==> src/sv/mmrd_pkg.sv <==
// constants, status codes and crc helper for the meter response decoder
`default_nettype none
package mmrd_pkg;

  localparam int FRAME_LENGTH  = 25;
  localparam int PAYLOAD_FIRST = 3;
  localparam int PAYLOAD_COUNT = FRAME_LENGTH - 5;
  localparam int CRC_LO_POS    = FRAME_LENGTH - 2;
  localparam int CRC_HI_POS    = FRAME_LENGTH - 1;
  localparam int CNT_W         = $clog2(FRAME_LENGTH);
  localparam int PAY_IDX_W     = $clog2(PAYLOAD_COUNT);

  localparam logic [15:0] CRC_INIT = 16'hFFFF;
  localparam logic [15:0] CRC_POLY = 16'hA001;

  localparam logic MODE_BYTE    = 1'b0;
  localparam logic MODE_TIMEOUT = 1'b1;

  typedef enum logic [1:0] {
    ST_VALID   = 2'd0,
    ST_CRC_ERR = 2'd1,
    ST_SHORT   = 2'd2
  } status_t;

  // byte-wide reflected crc-16 update, unrolled over the eight bits
  function automatic logic [15:0] crc_byte(input logic [15:0] crc, input logic [7:0] b);
    logic [15:0] c;
    c = crc ^ {8'h00, b};
    for (int k = 0; k < 8; k++) begin
      if (c[0]) begin
        c = (c >> 1) ^ CRC_POLY;
      end else begin
        c = c >> 1;
      end
    end
    return c;
  endfunction

endpackage
`default_nettype wire

==> src/sv/modbus_meter_response_decoder_unit.sv <==
// meter response frame decoder: crc check and measurement extraction
//
// Input channel: one request per cycle while in_stall is low; in_mode 0 carries
// a received frame byte in in_data_byte, in_mode 1 marks a receive timeout. A
// request is taken at a rising edge with in_valid high and in_stall low.
// A frame is 25 bytes: header, 20 payload bytes, crc low then crc high. The
// last byte gives one result: status 0 with the measurements if the crc-16
// over the first 23 bytes matches, otherwise status 1 with zero fields.
// A timeout gives status 2 with zero fields and restarts the frame count.
// A result reaches out_valid through the input register and then the result
// register, once the request that caused it is taken.
// Throughput: one request per cycle while in_stall is low; the crc update is
// a single byte-wide xor network from the input register to state registers.
// Reset (rst_n low, synchronous) empties both registers, clears the byte count
// and loads the crc with FFFF. When out_stall is high the result is held, and
// in_stall rises only once a held request would need the occupied result
// register; requests that give no result keep flowing.
`default_nettype none
module modbus_meter_response_decoder_unit (
  input  wire logic        clk,
  input  wire logic        rst_n,
  input  wire logic        in_valid,
  output logic             in_stall,
  input  wire logic        in_mode,
  input  wire logic [7:0]  in_data_byte,
  output logic             out_valid,
  input  wire logic        out_stall,
  output logic [1:0]       out_status,
  output logic [15:0]      out_voltage_x10,
  output logic [31:0]      out_current_x1000,
  output logic [31:0]      out_power_x10,
  output logic [31:0]      out_energy_wh,
  output logic [15:0]      out_frequency_x10,
  output logic [15:0]      out_power_factor_x100,
  output logic [15:0]      out_alarm_word
);
  import mmrd_pkg::*;

  // input register
  logic                 s1_valid_r;
  logic                 s1_mode_r;
  logic [7:0]           s1_byte_r;

  // frame state
  logic [CNT_W-1:0]     byte_cnt_r, byte_cnt_nxt;
  logic [15:0]          crc_r, crc_nxt;
  logic [7:0]           crc_lo_r;
  logic [7:0]           payload_r [PAYLOAD_COUNT];

  // result register
  logic                 out_valid_r;
  status_t              status_r, status_nxt;
  logic [15:0]          volt_r, freq_r, pf_r, alarm_r;
  logic [31:0]          curr_r, pwr_r, energy_r;

  logic                 res_en;
  logic                 out_free;
  logic                 s1_adv;
  logic                 pay_wr;
  logic [PAY_IDX_W-1:0] pay_idx;
  logic                 crc_ok;

  assign out_free = !out_valid_r || !out_stall;
  assign res_en   = (s1_mode_r == MODE_TIMEOUT) || (byte_cnt_r == CNT_W'(CRC_HI_POS));
  assign s1_adv   = s1_valid_r && (!res_en || out_free);
  assign in_stall = s1_valid_r && !s1_adv;

  assign crc_ok  = ({s1_byte_r, crc_lo_r} == crc_r);
  assign pay_idx = PAY_IDX_W'(byte_cnt_r - CNT_W'(PAYLOAD_FIRST));
  assign pay_wr  = s1_adv && (s1_mode_r == MODE_BYTE)
                   && (byte_cnt_r >= CNT_W'(PAYLOAD_FIRST))
                   && (byte_cnt_r < CNT_W'(PAYLOAD_FIRST + PAYLOAD_COUNT));

  always_comb begin
    byte_cnt_nxt = byte_cnt_r;
    crc_nxt      = crc_r;
    if (res_en) begin
      byte_cnt_nxt = '0;
      crc_nxt      = CRC_INIT;
    end else begin
      byte_cnt_nxt = byte_cnt_r + CNT_W'(1);
      if (byte_cnt_r < CNT_W'(CRC_LO_POS)) begin
        crc_nxt = crc_byte(crc_r, s1_byte_r);
      end
    end
  end

  always_comb begin
    if (s1_mode_r == MODE_TIMEOUT) begin
      status_nxt = ST_SHORT;
    end else if (crc_ok) begin
      status_nxt = ST_VALID;
    end else begin
      status_nxt = ST_CRC_ERR;
    end
  end

  // input register
  always_ff @(posedge clk) begin
    if (!rst_n) begin
      s1_valid_r <= 1'b0;
    end else if (!in_stall) begin
      s1_valid_r <= in_valid;
    end
    if (in_valid && !in_stall) begin
      s1_mode_r <= in_mode;
      s1_byte_r <= in_data_byte;
    end
  end

  // frame state
  always_ff @(posedge clk) begin
    if (!rst_n) begin
      byte_cnt_r <= '0;
      crc_r      <= CRC_INIT;
    end else if (s1_adv) begin
      byte_cnt_r <= byte_cnt_nxt;
      crc_r      <= crc_nxt;
    end
    if (s1_adv && (s1_mode_r == MODE_BYTE) && (byte_cnt_r == CNT_W'(CRC_LO_POS))) begin
      crc_lo_r <= s1_byte_r;
    end
    if (pay_wr) begin
      payload_r[pay_idx] <= s1_byte_r;
    end
  end

  // result register
  always_ff @(posedge clk) begin
    if (!rst_n) begin
      out_valid_r <= 1'b0;
    end else if (out_free) begin
      out_valid_r <= s1_valid_r && res_en;
    end
    if (out_free && s1_valid_r && res_en) begin
      status_r <= status_nxt;
      if (status_nxt == ST_VALID) begin
        volt_r   <= {payload_r[0], payload_r[1]};
        curr_r   <= {payload_r[4], payload_r[5], payload_r[2], payload_r[3]};
        pwr_r    <= {payload_r[8], payload_r[9], payload_r[6], payload_r[7]};
        energy_r <= {payload_r[12], payload_r[13], payload_r[10], payload_r[11]};
        freq_r   <= {payload_r[14], payload_r[15]};
        pf_r     <= {payload_r[16], payload_r[17]};
        alarm_r  <= {payload_r[18], payload_r[19]};
      end else begin
        volt_r   <= '0;
        curr_r   <= '0;
        pwr_r    <= '0;
        energy_r <= '0;
        freq_r   <= '0;
        pf_r     <= '0;
        alarm_r  <= '0;
      end
    end
  end

  assign out_valid             = out_valid_r;
  assign out_status            = status_r;
  assign out_voltage_x10       = volt_r;
  assign out_current_x1000     = curr_r;
  assign out_power_x10         = pwr_r;
  assign out_energy_wh         = energy_r;
  assign out_frequency_x10     = freq_r;
  assign out_power_factor_x100 = pf_r;
  assign out_alarm_word        = alarm_r;

`ifndef NO_ASSERTIONS
  // byte count never runs past the crc high byte
  a_cnt_range: assert property (@(posedge clk) disable iff (!rst_n)
    byte_cnt_r <= CNT_W'(CRC_HI_POS))
    else $error("byte count out of range");

  // a result always restarts the frame
  a_restart: assert property (@(posedge clk) disable iff (!rst_n)
    (s1_adv && res_en) |=> (byte_cnt_r == '0 && crc_r == CRC_INIT))
    else $error("frame not restarted after result");

  // failed frames carry zero measurements
  a_zero_fields: assert property (@(posedge clk) disable iff (!rst_n)
    (out_valid_r && status_r != ST_VALID) |->
      (volt_r == '0 && curr_r == '0 && pwr_r == '0 && energy_r == '0
       && freq_r == '0 && pf_r == '0 && alarm_r == '0))
    else $error("non-zero fields on failed frame");

  // a held result is never overwritten
  a_hold: assert property (@(posedge clk) disable iff (!rst_n)
    (out_valid_r && out_stall) |=> (out_valid_r && $stable(status_r) && $stable(curr_r)))
    else $error("stalled result changed");
`endif

endmodule
`default_nettype wire

==> config.mk <==
export PLATFORM = sky130hd
export DESIGN_NAME = modbus_meter_response_decoder_unit
export DESIGN_NICKNAME = d
export VERILOG_FILES = /design/src/sv/mmrd_pkg.sv /design/src/sv/modbus_meter_response_decoder_unit.sv
export SDC_FILE = /design/constraint.sdc
export NUM_CORES = 1
export LEC_CHECK = 0
export BUFFER_PORTS_ARGS = -buffer_cell sky130_fd_sc_hd__buf_2
export CAP_MARGIN = 15
export CORE_ASPECT_RATIO = 1.5
export CORE_UTILIZATION = 35
export CTS_CLUSTER_SIZE = 20
export DETAILED_ROUTE_END_ITERATION = 8
export HOLD_SLACK_MARGIN = 0.15
export PLACE_DENSITY = 0.61
export SLEW_MARGIN = 20
export SYNTH_ARGS = -nofsm -noshare
export SYNTH_HDL_FRONTEND = slang
export SYNTH_SLANG_ARGS = --single-unit
==> constraint.sdc <==
create_clock -name clk -period 18.8 [get_ports clk]
set_input_delay 1.88 -clock clk [delete_from_list [all_inputs] [get_ports clk]]
set_output_delay 1.88 -clock clk [all_outputs]
set_load 0.005 [all_outputs]
==> reports/results.tsv, run 1 <==
metric	value	unit
largest fanout on the critical path	4	
post-DP HPWL	17200	um
Final setup viols	0	
total power	1.60	mW
cell with the most instances after synthesis	edfxtp_1	
CTS buffer count	35	
number of H-tree levels	2	
Syn Area/Cell	18.3	um^2
Via Count	6315	
clk slew on worst S/H paths	70	ps
post-route ant nets	0	
DR vias/cell	4.45	
io pins	177	
CP required	16920	ps
cell row count	86	
routed len/inst	18.9	um
routability congestion estimate from global placement	0.774	
Power Internal	1.27	mW
synth cell count leaders	edfxtp_1, and2_1, xnor2_1	
Leakage Power	5.84	nW
clk_lat worst skew	530	ps
f_max	228	MHz
Post-Synth Adder-Cell Area	0.481	%
hold_buf cts	0	
startpoint types	primary input	
post-synthesis simple-gate area fraction	10.6	%
GRT Util Overall	14.0	%
Post-synth top flop	edfxtp_1	
initial antenna violation count	0	
setup TNS	0	ps
top post-synthesis cells by area	edfxtp_1, and2_1, dfxtp_1, xnor2_1, buf_6	
layout cell share with drive strength beyond 1	27.0	%
dpl cells	1357	
largest net degree at the start of global routing	164	
Worst Tran Pin Value	1040	ps
Fin Hold WS	512	ps
Worst VDD drop	0.0656	mV
final cell area excluding filler cells	15500	um^2
compound-gate portion of the synthesized area	2.11	%
via count of the first global-routing pass	6263	
post-cts repair resize count	0	
fillcell total	3253	
drt initial violations	509	
post-synthesis mux area share	0.231	%
drt first pass iters	4	
top cell type's share of synthesized area	78.3	%
GRT overflow	0	
CP arrival	2500	ps
Cells after Synth	712	
XOR/XNOR Fraction of Synth Area	3.17	%
Starting Density	35.4	%
Placed Area	14400	um^2
unrepaired setup endpoints after global routing	no	
Residual DRC	0	
Die W	159	um
mapped cell area	13000	um^2
Yosys cell types	45	
Die Span Y	238	um
critical path class	primary input to output pin	
Switching Power	328	uW
Hold Vio Cnt, Final	0	
syn nets	730	
pwr dens	103	nW/um^2
layout net count	928	
# diodes	0	
Worst Skew	24.3	ps
Tcrit/Tclk final	23.3	%
Area Overhead vs Synth	19.3	%
Final Max Slew Viols	0	
CTS Sinks	362	
async set-reset flop share out of synthesis	0	%
Combinational Power Share	3.2	%
Flop pwr share	55.6	%
max_slew headroom	30.0	%
worst-case clock buffer depth	3	
dpl ws	14440	ps
sequential fraction of the synthesis area	81.9	%
max cap viols	0	
Post-CTS Setup Bufs	0	
Post-synth EDFFs	339	
switching portion of total power	20.4	%
Post-Route WL	26800	um
Final WS setup	14420	ps
fin cells	1419	
Util after Layout	42.3	%
first-pass GRT wire length	38800	um
die area	37900	um^2
count of state elements after synthesis	362	
CTS tree	done	
status	complete, no violations	
largest family of logic cells by synthesized area	simple AND/OR/NAND/NOR gates	
Synthesis Warnings	0	
Final min period	4380	ps
port buffer count	176	
Hold Path Class	flip-flop to flip-flop	
post-synth top area cell	edfxtp_1	
Core Box Area	36700	um^2
crit end category	output pin	
root buffer cell	clkbuf_16	
clock network power share	41.2	%
cell usage in the layout, fill, tap and decap left out, types with 2 or more instances in the layout:
master,n
edfxtp_1,339
buf_2,176
and2_1,161
clkbuf_16,38
xnor2_1,29
nor2_1,27
dfxtp_1,23
nand2_1,20
clkinv_1,10
buf_4,8
nand4_1,7
xor2_1,5
o22ai_1,5
o21ai_0,5
nand2b_1,5
xnor2_2,5
a221o_1,5
ha_1,5
nor3_1,4
clkbuf_1,4
o21a_1,3
nand3_1,3
nor2b_1,3
mux2i_1,3
clkinvlp_4,3
clkinv_4,3
inv_1,2
nor4_2,2
a21o_1,2
nand3b_1,2
a21oi_1,2
xor2_2,2
a221o_2,2
path summary, 6_finish.rpt:
kind	slack, ps	to	from	cells past startpoint
worst max-delay path	14420	in_stall	out_stall	4
worst min-delay path	510	out_power_x10[2]$_SDFFCE_PP0P_	payload_r[7][2]$_DFFE_PP_	1
worst max register to register	15570	payload_r[17][4]$_DFFE_PP_	byte_cnt_r[0]$_SDFFE_PN0P_	7
worst min register to register	510	out_power_x10[2]$_SDFFCE_PP0P_	payload_r[7][2]$_DFFE_PP_	1
critical path: stages:
cell and delay, ps:
buf_2 110, nand2_1 150, nor2_1 210, buf_2 140
kinds of logic (layout without fill, tap and decap cells):
logic type	count (synthesis)	in the layout
flops	362	362
fa+ha+maj	5	5
buf+inv	28	251
xor+xnor	41	41
simple gates	239	239
mux	3	3
compound gates	34	34
power by group through the flow:
stage          clock (mW)  sequential [mW]  combinational, mW
3_5_place_dp            0            0.908             0.0531
2_1_floorplan           0            0.914             0.0304
4_1_cts             0.675            0.891             0.0533
5_1_grt             0.705            0.891             0.0565
3_3_place_gp            0            0.908             0.0529
6_report            0.660            0.891             0.0520
registers in the layout, summed over array words and instances (netlist names):
signal                 cells
s1_valid_r                 1
crc_r                     16
byte_cnt_r                 5
out_status                 2
out_voltage_x10           16
s1_mode_r                  1
out_current_x1000         32
out_frequency_x10         16
out_power_factor_x100     16
crc_lo_r                   8
out_valid                  1
out_energy_wh             32
s1_byte_r                  8
payload_r                160
out_power_x10             32
out_alarm_word            16
area by class of cell:
cell class | count | area (um^2) | area share (%)
Clock buffer | 42 | 966 | 6.23
Clock inverter | 20 | 128 | 0.823
Inverter | 3 | 11.3 | 0.0726
Multi-Input combinational cell | 322 | 2180 | 14.1
Sequential cell | 362 | 10600 | 68.6
Tap cell | 484 | 606 | 3.91
Timing Repair Buffer | 186 | 972 | 6.27
layer usage:
metal | global-route usage [%] | part of all wire, %
met5 | 0 | 0
met4 | 6.12 | 3.3
met3 | 2.24 | 3.4
met2 | 26.8 | 56
met1 | 15.0 | 37
Power figures use the tool's default switching activity.
==> inputs of run 2 (changes only) <==
--- a/config.mk
+++ b/config.mk
@@ -12,7 +12,7 @@
 export CTS_CLUSTER_SIZE = 20
 export DETAILED_ROUTE_END_ITERATION = 8
 export HOLD_SLACK_MARGIN = 0.15
-export PLACE_DENSITY = 0.61
+export PLACE_DENSITY = 0.63
 export SLEW_MARGIN = 20
 export SYNTH_ARGS = -nofsm -noshare
 export SYNTH_HDL_FRONTEND = slang
==> constraint.sdc (replaced) <==
create_clock -name clk -period 3.7 [get_ports clk]
set_input_delay 0.37 -clock clk [delete_from_list [all_inputs] [get_ports clk]]
set_output_delay 0.37 -clock clk [all_outputs]
set_load 0.005 [all_outputs]
==> reports/results.tsv, run 2 (synthesis results as in run 1) <==
metric	value	unit	change
total power	8.11	mW	+410%
clk_lat worst skew	520	ps	about the same
DR vias/cell	4.45		about the same
fin cells	1435		+1.1%
startpoint types	flip-flop		
Reg2Reg Setup Slack	630	ps	-14940 ps
drt first pass iters	6		+2
commonest non-fill, non-tap cell in the layout	edfxtp_1		
routability congestion estimate from global placement	0.819		+5.8%
largest net degree at the start of global routing	110		-33%
FF-to-FF End	payload_r[17][5]$_DFFE_PP_		
WHS Path Cells	2		+1
Area Overhead vs Synth	20.4	%	
via count of the first global-routing pass	6472		+3.3%
Worst VDD drop	0.249	mV	+280%
layout cell share with drive strength beyond 1	27.9	%	+0.91 points
cell row count	86		unchanged
Final Max Slew Viols	0		unchanged
Hold Path Class	primary input to flip-flop		
Starting Density	35.4	%	unchanged
CTS tree	done		
drt initial violations	433		-15%
port buffer count	176		unchanged
CTS buffer count	35		unchanged
max_slew headroom	45.8	%	+16 points
Util after Layout	42.6	%	+0.38 points
CP arrival	3220	ps	+720 ps
first-pass GRT wire length	38900	um	+0.27%
post-DP HPWL	17300	um	+0.76%
CTS Sinks	362		unchanged
worst-case clock buffer depth	3		unchanged
CP required	3850	ps	-13070 ps
post-route ant nets	0		unchanged
# diodes	0		unchanged
largest fanout on the critical path	11		+7
die area	37900	um^2	unchanged
Tcrit/Tclk final	82.9	%	
Via Count	6383		+1.1%
Die Span Y	238	um	unchanged
crit end category	flip-flop		
Reg2Reg Depth	7		unchanged
clk slew on worst S/H paths	60	ps	about the same
Final min period	3070	ps	
Hold EP	out_status[0]$_DFFE_PP_		
Critical Path Max Stage Delay	630	ps	+420 ps
Biggest register	payload_r		
max FFs per register	160		unchanged
Post-Route WL	26700	um	-0.43%
crit path launch	byte_cnt_r[0]$_SDFFE_PN0P_		
most frequent cells in the layout	edfxtp_1, buf_2, and2_1		
unrepaired setup endpoints after global routing	no		
Core Box Area	36700	um^2	unchanged
GRT overflow	0		unchanged
max cap viols	0		unchanged
hold path start	out_stall		
Post-CTS Setup Bufs	0		unchanged
Worst R2R Start	byte_cnt_r[0]$_SDFFE_PN0P_		
Hold Vio Cnt, Final	0		unchanged
worst-path cell chain	inv_2 > ha_4 > a41oi_2 > o21ai_2 > nor4_2 > nand2_1 > nor2_1		
dpl cells	1362		+0.37%
Worst Tran Pin Value	811	ps	-230 ps
io pins	177		unchanged
layout net count	944		+1.7%
CP max stage cell	nor2_1		
Final setup viols	0		unchanged
GRT Util Overall	13.9	%	-0.046 points
critical path class	flip-flop to flip-flop		
root buffer cell	clkbuf_16		
Leakage Power	5.91	nW	+1.2%
Worst Skew	15.5	ps	-8.72 ps
pwr dens	518	nW/um^2	+400%
Residual DRC	0		unchanged
routed len/inst	18.6	um	-1.5%
status	complete, no violations		
number of H-tree levels	2		unchanged
f_max	326	MHz	
initial antenna violation count	0		unchanged
Die W	159	um	unchanged
## run 2: metrics by stage
step	hold WS, ps	TNS, ps	setup WS (ps)	instance area [um^2]
after global routing	261	0	357	15600
after floorplan	469	-47120	-387	13000
after global placement	501	0	789	14500
after detailed placement	501	0	618	14500
final	264	0	631	15600
after CTS	247	0	611	15600
## run 2: cell type report
class | instances | area, um^2
clock buffers | 43 | 948
clock inverters | 19 | 115
fillers | 3238 | 21100
inverters | 3 | 11.3
multi-input cells | 322 | 2190
flip-flops and latches | 362 | 10600
well taps | 484 | 606
repair buffers | 202 | 1130
## run 2: worst max path at each step
stage / to / cells after the start
after floorplan: crc_r[9]$_SDFFE_PN1P_ / 8
after global placement: payload_r[17][1]$_DFFE_PP_ / 7
after detailed placement: payload_r[17][1]$_DFFE_PP_ / 7
after CTS: payload_r[17][5]$_DFFE_PP_ / 7
after global routing: payload_r[17][5]$_DFFE_PP_ / 7
final: payload_r[17][5]$_DFFE_PP_ / 7
## run 2: power breakdown
group	leakage [nW]	total [mW]	switching [mW]	internal [mW]
Clock	0.519	3.31	1.47	1.84
Sequential	3.55	4.53	0.0303	4.50
Combinational	1.84	0.273	0.166	0.108
## run 2: metal layers
| layer | wire length (um) | GRT usage [%] | share of wire, % |
|---|---|---|---|
| met2 | 15000 | 26.7 | 56 |
| met4 | 630 | 5.39 | 2.4 |
| met5 | 0 | 0 | 0 |
| met1 | 10100 | 15.5 | 38 |
| met3 | 921 | 1.96 | 3.5 |
## run 2: critical path, delay by kind of cell, from the launching register on
kind                       cells  cell delay [ps]
adders and majority gates      1              170
buffers and inverters          1               70
AOI/OAI and AO/OA              2              690
DFF                            1              390
and+or+nand+nor                3             1380
## run 2: what timing repair did
item,CTS,global route
hold endpoints to repair,12,0
setup endpoints to repair,0,0
hold buffers,11,0
gates resized for setup,0,0
==> inputs of run 3 (changes only) <==
--- a/config.mk
+++ b/config.mk
@@ -12,7 +12,7 @@
 export CTS_CLUSTER_SIZE = 20
 export DETAILED_ROUTE_END_ITERATION = 8
 export HOLD_SLACK_MARGIN = 0.15
-export PLACE_DENSITY = 0.63
+export PLACE_DENSITY = 0.61
 export SLEW_MARGIN = 20
 export SYNTH_ARGS = -nofsm -noshare
 export SYNTH_HDL_FRONTEND = slang
==> constraint.sdc (replaced) <==
create_clock -name clk -period 2.94 [get_ports clk]
set_input_delay 0.294 -clock clk [delete_from_list [all_inputs] [get_ports clk]]
set_output_delay 0.294 -clock clk [all_outputs]
set_load 0.005 [all_outputs]
==> reports/results.tsv, run 3 (synthesis results as in run 1) <==
metric	value	unit	change
max_slew headroom	55.1	%	+9.2 points
setup TNS	0	ps	unchanged
Core Box Area	36700	um^2	unchanged
Reg2Reg Depth	8		+1
first-pass GRT wire length	39500	um	+1.7%
pwr dens	649	nW/um^2	+25%
post-DP HPWL	17700	um	+2.6%
post-cts repair resize count	0		unchanged
cell row count	86		unchanged
Starting Density	35.4	%	unchanged
Final setup viols	0		unchanged
port buffer count	176		unchanged
f_max	418	MHz	+28%
hold_buf cts	12		+1
max cap viols	0		unchanged
root buffer cell	clkbuf_16		
Worst R2R Start	byte_cnt_r[0]$_SDFFE_PN0P_		
Die W	159	um	unchanged
Worst Skew	9.90	ps	-5.64 ps
io pins	177		unchanged
initial antenna violation count	0		unchanged
Post-CTS Setup Bufs	0		unchanged
startpoint types	flip-flop		
drt initial violations	383		-12%
Residual DRC	0		unchanged
Worst VDD drop	0.358	mV	+44%
layout cell share with drive strength beyond 1	28.9	%	+1.0 points
total power	10.3	mW	+27%
GRT overflow	0		unchanged
Hold Vio Cnt, Final	0		unchanged
unrepaired setup endpoints after global routing	no		
clk_lat worst skew	510	ps	about the same
post-route ant nets	0		unchanged
routability congestion estimate from global placement	0.754		-7.9%
status	complete, no violations		
hold path start	out_stall		
worst-case clock buffer depth	3		unchanged
fillcell total	3251		+0.40%
Post-Route WL	27100	um	+1.6%
via count of the first global-routing pass	6640		+2.6%
crit end category	flip-flop		
commonest non-fill, non-tap cell in the layout	edfxtp_1		
CTS Sinks	362		unchanged
most frequent cells in the layout	edfxtp_1, buf_2, and2_1		
FF-to-FF End	payload_r[14][4]$_DFFE_PP_		
GRT Util Overall	14.1	%	+0.19 points
CP arrival	2610	ps	-610 ps
Via Count	6503		+1.9%
DR vias/cell	4.46		+0.34%
Worst Tran Pin Value	667	ps	-144 ps
Final WS setup	546	ps	-84.6 ps
# diodes	0		unchanged
Area Overhead vs Synth	22.1	%	
Final Max Slew Viols	0		unchanged
largest net degree at the start of global routing	161		+46%
Hold Path Class	primary input to flip-flop		
Util after Layout	43.2	%	+0.61 points
WHS Path Cells	2		unchanged
Biggest register	payload_r		
largest fanout on the critical path	8		-3
routed len/inst	18.6	um	+0.11%
die area	37900	um^2	unchanged
Hold EP	out_status[1]$_DFFE_PP_		
Reg2Reg Setup Slack	550	ps	-80 ps
drt first pass iters	4		-2
Final min period	2390	ps	-675 ps
Die Span Y	238	um	unchanged
clk slew on worst S/H paths	60	ps	about the same
CTS buffer count	34		-2.9%
CTS tree	done		
max FFs per register	160		unchanged
dpl ws	589	ps	-28.4 ps
layout net count	966		+2.3%
critical path class	flip-flop to flip-flop		
Tcrit/Tclk final	81.4	%	-1.5 points
CP required	3150	ps	-700 ps
Leakage Power	6.06	nW	+2.4%
number of H-tree levels	2		unchanged
-- run 3: changes by cell type in the layout (fill, tap and decap cells not counted), sizes merged --
cell         delta
clkinv          -3
bufinv          +2
dlygate4sd3     +1
inv             -1
buf            +22
clkinvlp        -3
clkbuf          +4
-- run 3: layout make-up --
class,count,area [um^2],area share (%)
Sequential cell,362,10600,67.1
Multi-Input combinational cell,322,2190,13.8
Timing Repair Buffer,225,1330,8.37
Clock buffer,47,973,6.13
Tap cell,484,606,3.82
Clock inverter,14,115,0.725
Inverter,3,11.3,0.0710
-- run 3: worst max path at each step --
| stage | from | endpoint | slack (ps) |
|---|---|---|---|
| 3_3_place_gp | byte_cnt_r[0]$_SDFFE_PN0P_ | payload_r[3][0]$_DFFE_PP_ | 600 |
| 3_5_place_dp | byte_cnt_r[0]$_SDFFE_PN0P_ | payload_r[5][0]$_DFFE_PP_ | 590 |
| 2_1_floorplan | byte_cnt_r[1]$_SDFFE_PN0P_ | crc_r[9]$_SDFFE_PN1P_ | -1150 |
| 5_1_grt | byte_cnt_r[0]$_SDFFE_PN0P_ | payload_r[14][7]$_DFFE_PP_ | 340 |
| 4_1_cts | byte_cnt_r[0]$_SDFFE_PN0P_ | payload_r[14][4]$_DFFE_PP_ | 570 |
| 6_report | byte_cnt_r[0]$_SDFFE_PN0P_ | payload_r[14][4]$_DFFE_PP_ | 550 |
-- run 3: power breakdown --
part,internal [mW],switching (mW),total (mW)
registers,5.66,0.0412,5.70
clock network,2.49,1.76,4.25
logic,0.143,0.206,0.349
-- run 3: routing by layer --
layer	global-route usage (%)	part of all wire (%)	up-vias
met2	27.0	55	162
met4	5.91	3.2	0
met3	2.26	3.6	50
met1	15.4	38	3225
met5	0	0	-
li1	-	-	3066
-- run 3: worst max-delay path, cell delays in order, from the launching register on --
cell	delay (ps)
dfxtp_2	390
inv_2	70
ha_4	160
a41oi_2	220
o21ai_2	150
nor4_2	420
nand2_1	310
nor2_1	180
buf_4	190
-- run 3: metrics by stage --
| step | cells | cell area, um^2 | hold slack, ps |
|---|---|---|---|
| 3_5_place_dp | 1384 | 14700 | 472 |
| 6_report | 1457 | 15900 | 224 |
| 3_3_place_gp | 1384 | 14700 | 475 |
| 2_1_floorplan | 712 | 13000 | 393 |
| 5_1_grt | 1457 | 15900 | 212 |
| 4_1_cts | 1457 | 15900 | 203 |
